[config.mk]
export PLATFORM = sky130hd
export DESIGN_NAME = imd_queue
export DESIGN_NICKNAME = d
export VERILOG_FILES = /design/src/design/imd_pkg.sv /design/src/design/imd_queue.sv
export VERILOG_INCLUDE_DIRS = /design/src /design/src/design
export SDC_FILE = /design/constraint.sdc
export NUM_CORES = 1
export LEC_CHECK = 0
export BUFFER_PORTS_ARGS = -buffer_cell sky130_fd_sc_hd__buf_4
export CAP_MARGIN = 30
export CORE_MARGIN = 2
export CORE_UTILIZATION = 39
export DETAILED_ROUTE_END_ITERATION = 10
export PLACE_DENSITY = 0.64
export SETUP_SLACK_MARGIN = 0.2
export SLEW_MARGIN = 20
export SYNTH_ARGS = -nofsm -noshare
export SYNTH_HDL_FRONTEND = slang
export SYNTH_SLANG_ARGS = --single-unit
[constraint.sdc]
create_clock -name clk -period 5.43 [get_ports clk]
set_input_delay 1.086 -clock clk [delete_from_list [all_inputs] [get_ports clk]]
set_output_delay 1.086 -clock clk [all_outputs]
set_load 0.02 [all_outputs]
[src/design/imu_motion_pulse_detector_defines.svh]
// Assertion macros shared by the detector modules.
`ifndef IMU_MOTION_PULSE_DETECTOR_DEFINES_SVH
`define IMU_MOTION_PULSE_DETECTOR_DEFINES_SVH

`ifndef ASSERT_OFF
// Expression must hold at every clock edge outside reset.
`define ASSERT_ALWAYS(lbl, c, r, expr) \
  lbl: assert property (@(posedge c) disable iff (r) (expr)) \
    else $error("assertion failed");
// Antecedent implies consequent in the same cycle.
`define ASSERT_IMPLY(lbl, c, r, ante, cons) \
  lbl: assert property (@(posedge c) disable iff (r) (ante) |-> (cons)) \
    else $error("assertion failed");
`else
`define ASSERT_ALWAYS(lbl, c, r, expr)
`define ASSERT_IMPLY(lbl, c, r, ante, cons)
`endif

`endif

[src/design/imd_pkg.sv]
// Types, constants and helper functions of the IMU motion pulse detector.
`default_nettype none
package imd_pkg;

  localparam int CAL_SAMPLES = 16;
  localparam int SAMPLE_BITS = 16;
  // floor(log2(CAL_SAMPLES))
  localparam int CAL_SHIFT   = $clog2(CAL_SAMPLES + 1) - 1;
  localparam int CNT_W       = $clog2(CAL_SAMPLES + 1);
  localparam int AXIS_W      = 16;
  localparam int SUM_W       = 24;
  localparam int SQ_W        = 32;
  localparam int DEV_W       = 34;
  localparam int TIME_W      = 32;
  localparam int CFG_IDX_W   = 3;
  localparam int QUEUE_DEPTH = 4;
  localparam int QPTR_W      = $clog2(QUEUE_DEPTH);
  localparam int QCNT_W      = QPTR_W + 1;

  localparam logic [DEV_W-1:0] ACC_THR_RESET  = DEV_W'(42025);
  localparam logic [DEV_W-1:0] GYRO_THR_RESET = DEV_W'(6400);
  localparam logic [15:0]      WINDOW_RESET   = 16'd500;
  localparam logic [15:0]      STOP_RESET     = 16'd1000;
  localparam logic [7:0]       PULSES_RESET   = 8'd3;
  localparam logic [7:0]       MIN_GAP_RESET  = 8'd50;
  localparam logic [7:0]       TALLY_MAX      = 8'd255;

  typedef enum logic [1:0] {
    OP_DETECT = 2'd0,
    OP_CAL    = 2'd1,
    OP_CLEAR  = 2'd2,
    OP_IDLE   = 2'd3
  } imd_op_t;

  typedef enum logic [CFG_IDX_W-1:0] {
    CFG_ACC_THR  = 3'd0,
    CFG_GYRO_THR = 3'd1,
    CFG_WINDOW   = 3'd2,
    CFG_STOP     = 3'd3,
    CFG_PULSES   = 3'd4,
    CFG_MIN_GAP  = 3'd5
  } imd_cfg_idx_t;

  // One classified sample: axes are already sign-extended from SAMPLE_BITS.
  typedef struct packed {
    imd_op_t                      op;
    logic [TIME_W-1:0]            time_ms;
    logic [5:0][AXIS_W-1:0]       axis;
  } imd_item_t;

  typedef struct packed {
    logic empty;
    logic full;
  } imd_q_stat_t;

  function automatic logic [AXIS_W-1:0] imd_sample_of(input logic [AXIS_W-1:0] raw);
    logic signed [SAMPLE_BITS-1:0] v;
    v = raw[SAMPLE_BITS-1:0];
    return AXIS_W'(v);
  endfunction

  // Floor average by arithmetic shift, clamped to the signed 16-bit range.
  function automatic logic [AXIS_W-1:0] imd_avg(input logic signed [SUM_W-1:0] sum);
    localparam logic signed [SUM_W-1:0] AVG_MAX = 32767;
    localparam logic signed [SUM_W-1:0] AVG_MIN = -32768;
    logic signed [SUM_W-1:0] q;
    q = sum >>> CAL_SHIFT;
    if (q > AVG_MAX) begin
      return 16'h7FFF;
    end else if (q < AVG_MIN) begin
      return 16'h8000;
    end
    return q[AXIS_W-1:0];
  endfunction

endpackage
`default_nettype wire

[src/design/imd_queue.sv]
// Small request queue between the front end and the execution back end.
`default_nettype none
`include "imu_motion_pulse_detector_defines.svh"
module imd_queue (
  input  logic                 clk,
  input  logic                 rst,
  input  logic                 push,
  input  imd_pkg::imd_item_t   push_item,
  input  logic                 pop,
  output imd_pkg::imd_item_t   head,
  output imd_pkg::imd_q_stat_t q_stat
);
  import imd_pkg::*;

  imd_item_t         slots [QUEUE_DEPTH];
  logic [QPTR_W-1:0] wr_ptr;
  logic [QPTR_W-1:0] rd_ptr;
  logic [QCNT_W-1:0] count;

  assign head         = slots[rd_ptr];
  assign q_stat.empty = (count == '0);
  assign q_stat.full  = (count == QCNT_W'(QUEUE_DEPTH));

  always_ff @(posedge clk) begin
    if (rst) begin
      wr_ptr <= '0;
      rd_ptr <= '0;
      count  <= '0;
    end else begin
      if (push) begin
        wr_ptr <= wr_ptr + 1'b1;
      end
      if (pop) begin
        rd_ptr <= rd_ptr + 1'b1;
      end
      if (push && !pop) begin
        count <= count + 1'b1;
      end else if (pop && !push) begin
        count <= count - 1'b1;
      end
    end
  end

  always_ff @(posedge clk) begin
    if (push) begin
      slots[wr_ptr] <= push_item;
    end
  end

  `ASSERT_ALWAYS(a_count_bound, clk, rst, count <= QCNT_W'(QUEUE_DEPTH))
  `ASSERT_IMPLY(a_no_overflow, clk, rst, push, !q_stat.full)
  `ASSERT_IMPLY(a_no_underflow, clk, rst, pop, !q_stat.empty)

endmodule
`default_nettype wire

==> impl_metrics.ini, run 1 <==
[timing]
setup_viol_count_final = 0
transition_time_of_the_tightest_slew_check_pin_ps = 851
final_period_minus_worst_setup_slack_ps = 3710
worst_rel_slew_slack_pct = 43.2
final_hold_viol_count = 0
fin_ws_ps = 1720
number_of_pins_with_negative_max_slew_slack_in_the_final_report = 0
fmaxAchievable_ghz = 0.269
share_of_the_cycle_needed_by_the_critical_path_after_routing_pct = 68.4
final_skew_ps = 12.0
final.setup.tns_ps = 0
grt_setup_unrepaired = no

[yosys]
top_post_synthesis_cells_by_count = edfxtp_1, mux4_2, buf_12
yosys_reg_bits = 529
synth_most_common_cell = edfxtp_1
synth_cells = 723
synth_largest_area_cell = edfxtp_1
avgSynthCellArea_um2 = 26.7
synth-warning-count = 0
synth_largest_type_area_fraction_pct = 80.9
area_of_the_mapped_netlist_um2 = 19300
synth_area_leaders = edfxtp_1, mux4_2, buf_12, dfxtp_1, ha_1
fraction_of_the_yosys_area_taken_by_sequential_cells_pct = 81.9
synth_enable_flop_cells = 520
synth_cell_types = 23
synthFlopType = edfxtp_1
synth_fp_nets = 863
synthArstFlopShare_pct = 0

[clock_network]
ctsResizeCount = 0
cts.htree.levels = 2
maximum_buffer_depth_of_the_clock_tree = 3
cts.root.buffer_cell = clkbuf_16
tritoncts = yes
post-cts-setup-buffers = 0
cts_made_buffers = 53
clock-sinks = 529
clk_pin_slew_worst_paths_ps = 60
clock_latency_ps = 580
ctsHoldBuffers = 0

[power_and_ir_drop]
power_report.internal_total_uw = 7220
vdd_ir_drop_max_mv = 0.255
netSwitchingFraction_pct = 22.4
leakage_uw = 0.00787
total_switching_power_uw = 2090
clockPowerShare_pct = 37.4
comb_power_share_pct = 11.4
pwr_per_cell_area_nw_per_um2 = 393
seqPwrFrac_pct = 51.2

[critical_path]
worst-path-max-fanout = 34
worstPathArrival_ps = 2630
timing.critical_path.from_type = flop
criticalPathCategory = flop to output port
required_ps = 4340
end_kind = output port

[cells_and_area]
final_layout_size_suffix_gt1_share_pct = 45.1
post_layout_net_count = 1167
area.growth.synth_to_final_pct = 22.7
num_antenna_cells = 0

[route]
avgRoutedWirePerCell_um = 21.4
drt-vias-per-instance = 4.90
firstDrtPassIters = 5
drt-total-wl_um = 37100
route.vias.total = 8491
drtIter0Drc = 490
ant_nets = 0
drc_errors = 0

[flow_run]
drv.max_cap_violation_count = 0

[die]
floorplan.core_area_um2 = 48800
initial_utilization_pct = 39.5
die_w_um = 226
design.portCount = 266
chipHeight_um = 226
design.die.area_um2 = 51300
cell_row_count = 81

[global_routing]
via_count_of_the_first_global_routing_pass = 9190
grt_antenna_before_repair = 1
grt_max_degree = 79
overflow_left_after_global_routing = 0
global_route_wire_length_before_repair_um = 55400
groute.usage.overall_pct = 14.5

[placement]
port-buffer-count = 265
detailed_placement_hpwl_um = 21900
gp_congestion = 0.697
dp_worst_setup_slack_ps = 2230

[min_path]
hold_class = flop to flop

[status]
run_status = complete, no violations
[worst max-delay path, stage by stage, from the launching register on]
cell     delay (ps)
dfxtp_4         830
buf_4           450
mux4_2          560
buf_4           170
[registers in the layout, indices dropped and copies added (netlist names), named ones only]
name,count
slots,520
rd_ptr,2
wr_ptr,2
count,3
[power groups by stage]
| stage | combinational [uW] | clock, uW | sequential, uW |
|---|---|---|---|
| 2_1_floorplan | 656 | 0 | 4830 |
| 3_3_place_gp | 1080 | 0 | 4840 |
| 3_5_place_dp | 1090 | 0 | 4850 |
| 4_1_cts | 1090 | 3580 | 4770 |
| 5_1_grt | 1140 | 3750 | 4780 |
| 6_report | 1060 | 3480 | 4760 |
[kinds of logic (layout without fill, tap and decap cells)]
| family | after synthesis | count (layout) | share of synthesized area, % |
|---|---|---|---|
| AOI/OAI and AO/OA | 2 | 2 | 0.0518 |
| DFF | 529 | 529 | 81.9 |
| muxes | 132 | 132 | 15.3 |
| adders and majority gates | 6 | 6 | 0.428 |
| and+or+nand+nor | 15 | 15 | 0.383 |
| buffers and inverters | 34 | 381 | 1.75 |
| xor gates and xnor gates | 5 | 5 | 0.227 |
[layer usage]
layer,track usage [%],part of all wire [%]
met4,4.33,2.5
met3,5.52,8.4
met2,23.8,49
met1,18.0,40
met5,0,0.035
[final timing paths]
| kind | start | endpoint | slack, ps | depth (start not counted) |
|---|---|---|---|---|
| setup / recovery | flop | head[18] | 1720 | 3 |
| hold / removal | rd_ptr[1]$_SDFFE_PP0P_ | rd_ptr[1]$_SDFFE_PP0P_ | 530 | 2 |
| setup reg to reg | wr_ptr[0]$_SDFFE_PP0P_ | slots[2][109]$_DFFE_PP_ | 3210 | 4 |
| hold reg to reg | rd_ptr[1]$_SDFFE_PP0P_ | rd_ptr[1]$_SDFFE_PP0P_ | 530 | 2 |
[area by class of cell]
cell class	count	area, um2
Inverter	4	15.0
Multi-Input combinational cell	160	3170
Tap cell	664	831
Sequential cell	529	15800
Clock buffer	65	1410
Fill cell	4023	25200
Timing Repair Buffer	279	2180
Clock inverter	33	250
[layout by cell type, fill, tap and decap left out, drive strengths merged]
cell,n
mux4,130
bufinv,4
inv,5
o21ai,1
a21oi,1
edfxtp,520
nand2,1
dfxtp,9
clkbuf,65
xor2,3
mux2i,2
nor3,1
clkinvlp,1
nor2,7
clkinv,27
nor3b,1
fa,1
or3,1
xnor2,2
ha,5
and2,4
buf,279
[per-stage QoR]
step	util [%]	std cells	total power, uW	area [um2]	hold WS (ps)
2_1_floorplan	-	723	5490	19300	466
3_3_place_gp	45.0	1636	5920	22000	480
3_5_place_dp	45.0	1636	5940	22000	512
4_1_cts	48.4	1734	9440	23700	534
5_1_grt	48.4	1734	9660	23700	563
6_report	48.4	1734	9300	23700	534
(Power assumes the default switching activity.)
==> run 2, diff against run 1 <==
--- a/config.mk
+++ b/config.mk
@@ -6,12 +6,13 @@
 export SDC_FILE = /design/constraint.sdc
 export NUM_CORES = 1
 export LEC_CHECK = 0
+export ABC_AREA = 1
 export BUFFER_PORTS_ARGS = -buffer_cell sky130_fd_sc_hd__buf_4
 export CAP_MARGIN = 30
 export CORE_MARGIN = 2
 export CORE_UTILIZATION = 39
 export DETAILED_ROUTE_END_ITERATION = 10
-export PLACE_DENSITY = 0.64
+export PLACE_DENSITY = 0.66
 export SETUP_SLACK_MARGIN = 0.2
 export SLEW_MARGIN = 20
 export SYNTH_ARGS = -nofsm -noshare
==> constraint.sdc (replaced) <==
create_clock -name clk -period 3.3 [get_ports clk]
set_input_delay 0.66 -clock clk [delete_from_list [all_inputs] [get_ports clk]]
set_output_delay 0.66 -clock clk [all_outputs]
set_load 0.02 [all_outputs]
==> impl_metrics.ini, run 2 <==
[critical_path]
reg2reg_from = wr_ptr[0]$_SDFFE_PP0P_
timing.critical_path.from_type = flop
end_kind = output port
r2r_setup_slack_ps = 1690
worst_r2r_endpoint = slots[0][51]$_DFFE_PP_
worstPathArrival_ps = 2250
criticalPathCategory = flop to output port
required_ps = 2640
worst-path-max-fanout = 63
timing.reg2reg.worst_path_depth = 5

[die]
chipHeight_um = 229
initial_utilization_pct = 39.4
cell_row_count = 82
design.portCount = 266
design.die.area_um2 = 52400
floorplan.core_area_um2 = 50100
die_w_um = 229

[clock_network]
clock_latency_ps = 580
maximum_buffer_depth_of_the_clock_tree = 3
ctsHoldBuffers = 0
clock-sinks = 529
cts.root.buffer_cell = clkbuf_16
tritoncts = yes
cts.htree.levels = 2
clk_pin_slew_worst_paths_ps = 60
cts_made_buffers = 54

[cells_and_area]
final_cell_mix = edfxtp_1, buf_4, nor2_1
final_common_cell = edfxtp_1
post_layout_net_count = 1719
final_layout_size_suffix_gt1_share_pct = 23.2
area.growth.synth_to_final_pct = 22.5
reg_top3 = slots: 520 flops, count: 3 flops
largest_register_ffs = 520
largest-register = slots

[yosys]
synth_fp_nets = 1455
synth_area_leaders = edfxtp_1, nor2_1, o21ai_0, o22ai_1, o21ai_1
synth_enable_flop_cells = 520
area_of_the_mapped_netlist_um2 = 19700
synth_cells = 1315
synthArstFlopShare_pct = 0
synth-warning-count = 0
yosys_reg_bits = 529
synth_largest_type_area_fraction_pct = 79.2
avgSynthCellArea_um2 = 15.0
fraction_of_the_yosys_area_taken_by_sequential_cells_pct = 80.1
top_post_synthesis_cells_by_count = edfxtp_1, nor2_1, o21ai_0
synth_most_common_cell = edfxtp_1
synth_cell_types = 24
synthFlopType = edfxtp_1
synth_largest_area_cell = edfxtp_1

[power_and_ir_drop]
clockPowerShare_pct = 38.3
pwr_per_cell_area_nw_per_um2 = 636
total_switching_power_uw = 3590
netSwitchingFraction_pct = 23.3
seqPwrFrac_pct = 50.4
leakage_uw = 0.00834
comb_power_share_pct = 11.2
power_report.internal_total_uw = 11800
vdd_ir_drop_max_mv = 0.431

[route]
drtIter0Drc = 911
drt-vias-per-instance = 5.20
drt-total-wl_um = 45300
ant_nets = 0
drc_errors = 0
avgRoutedWirePerCell_um = 19.8
route.vias.total = 11900
firstDrtPassIters = 5

[timing]
number_of_pins_with_negative_max_slew_slack_in_the_final_report = 0
setup_viol_count_final = 0
worst_rel_slew_slack_pct = 63.9
final.setup.tns_ps = 0
share_of_the_cycle_needed_by_the_critical_path_after_routing_pct = 88.0
fmaxAchievable_ghz = 0.344
transition_time_of_the_tightest_slew_check_pin_ps = 542
final_skew_ps = 18.7
grt_setup_unrepaired = no
final_period_minus_worst_setup_slack_ps = 2910
final_hold_viol_count = 0
timing.hold.ws_ps = 239

[placement]
gp_congestion = 0.741
port-buffer-count = 265
detailed_placement_hpwl_um = 24200

[flow_run]
drv.max_cap_violation_count = 0

[global_routing]
via_count_of_the_first_global_routing_pass = 11600
global_route_wire_length_before_repair_um = 66800
overflow_left_after_global_routing = 0
groute.usage.overall_pct = 16.3
grt_antenna_before_repair = 1
grt_max_degree = 127

[min_path]
hold_path_end = count[0]$_SDFFE_PP0P_
min-delay-start = rst
whs_path_depth = 2
hold_class = input port to flop

[status]
run_status = complete, no violations
## run 2: repair_timing
item	in CTS	in global routing
setup endpoints to repair	12	63
setup buffers	0	5
cloned	0	2
gates resized for setup	1	4
## run 2: layout make-up
type                            instances  area [um2]
Timing Repair inverter                  1        11.3
Clock buffer                           71        1500
Fill cell                            4294       25900
Antenna cell                            1        2.50
Tap cell                              672         841
Timing Repair Buffer                  292        2380
Inverter                               17         108
Clock inverter                         25         229
Multi-Input combinational cell        684        3300
Sequential cell                       529       15800
## run 2: cells by family after synthesis
logic type	after synthesis	synth area share, %
flip-flops	529	80.1
AO/OA/AOI/OAI	398	10.9
AND/OR/NAND/NOR	279	5.34
buffers and inverters	102	3.20
adder cells (fa/ha/maj)	6	0.419
XOR/XNOR	1	0.0444
## run 2: power groups by stage
stage                     Clock [uW]  Combinational, uW  Sequential (uW)
after global routing            6320               1870             7770
after global placement             0               1670             7890
after floorplan                    0                935             7890
after detailed placement           0               1700             7900
final                           5900               1730             7750
after CTS                       6050               1710             7760
## run 2: stage by stage
| stage | setup WS, ps | instances | util, % | cell area [um2] | total power, uW |
|---|---|---|---|---|---|
| floorplan | 247 | 1315 | - | 19700 | 8830 |
| global placement | 855 | 2188 | 44.6 | 22300 | 9560 |
| detailed placement | 802 | 2188 | 44.6 | 22300 | 9600 |
| CTS | 205 | 2284 | 48.1 | 24100 | 15500 |
| global route | 279 | 2291 | 48.3 | 24200 | 16000 |
| finish | 395 | 2292 | 48.3 | 24200 | 15400 |
## run 2: worst max-delay path by stage
stage               from                     to  slack (ps)  cells after the start
CTS                 flop                head[3]         200                      4
detailed placement  flop              head[103]         800                      5
global placement    flop               head[51]         860                      5
global route        flop               head[61]         280                      5
floorplan           push  slots[0][0]$_DFFE_PP_         250                      2
finish              flop                head[3]         390                      5
## run 2: worst max-delay path, stage by stage (launching register included)
cell	delay [ps]
dfxtp_4	470
buf_4	220
buf_16	260
o21ai_0	140
o22ai_1	310
buf_4	210
## run 2: routing by layer
layer | global-route usage (%) | share of wire (%)
met4 | 3.77 | 1.5
met1 | 22.2 | 43
met3 | 4.72 | 8.1
met5 | 0 | 0.029
met2 | 26.0 | 47
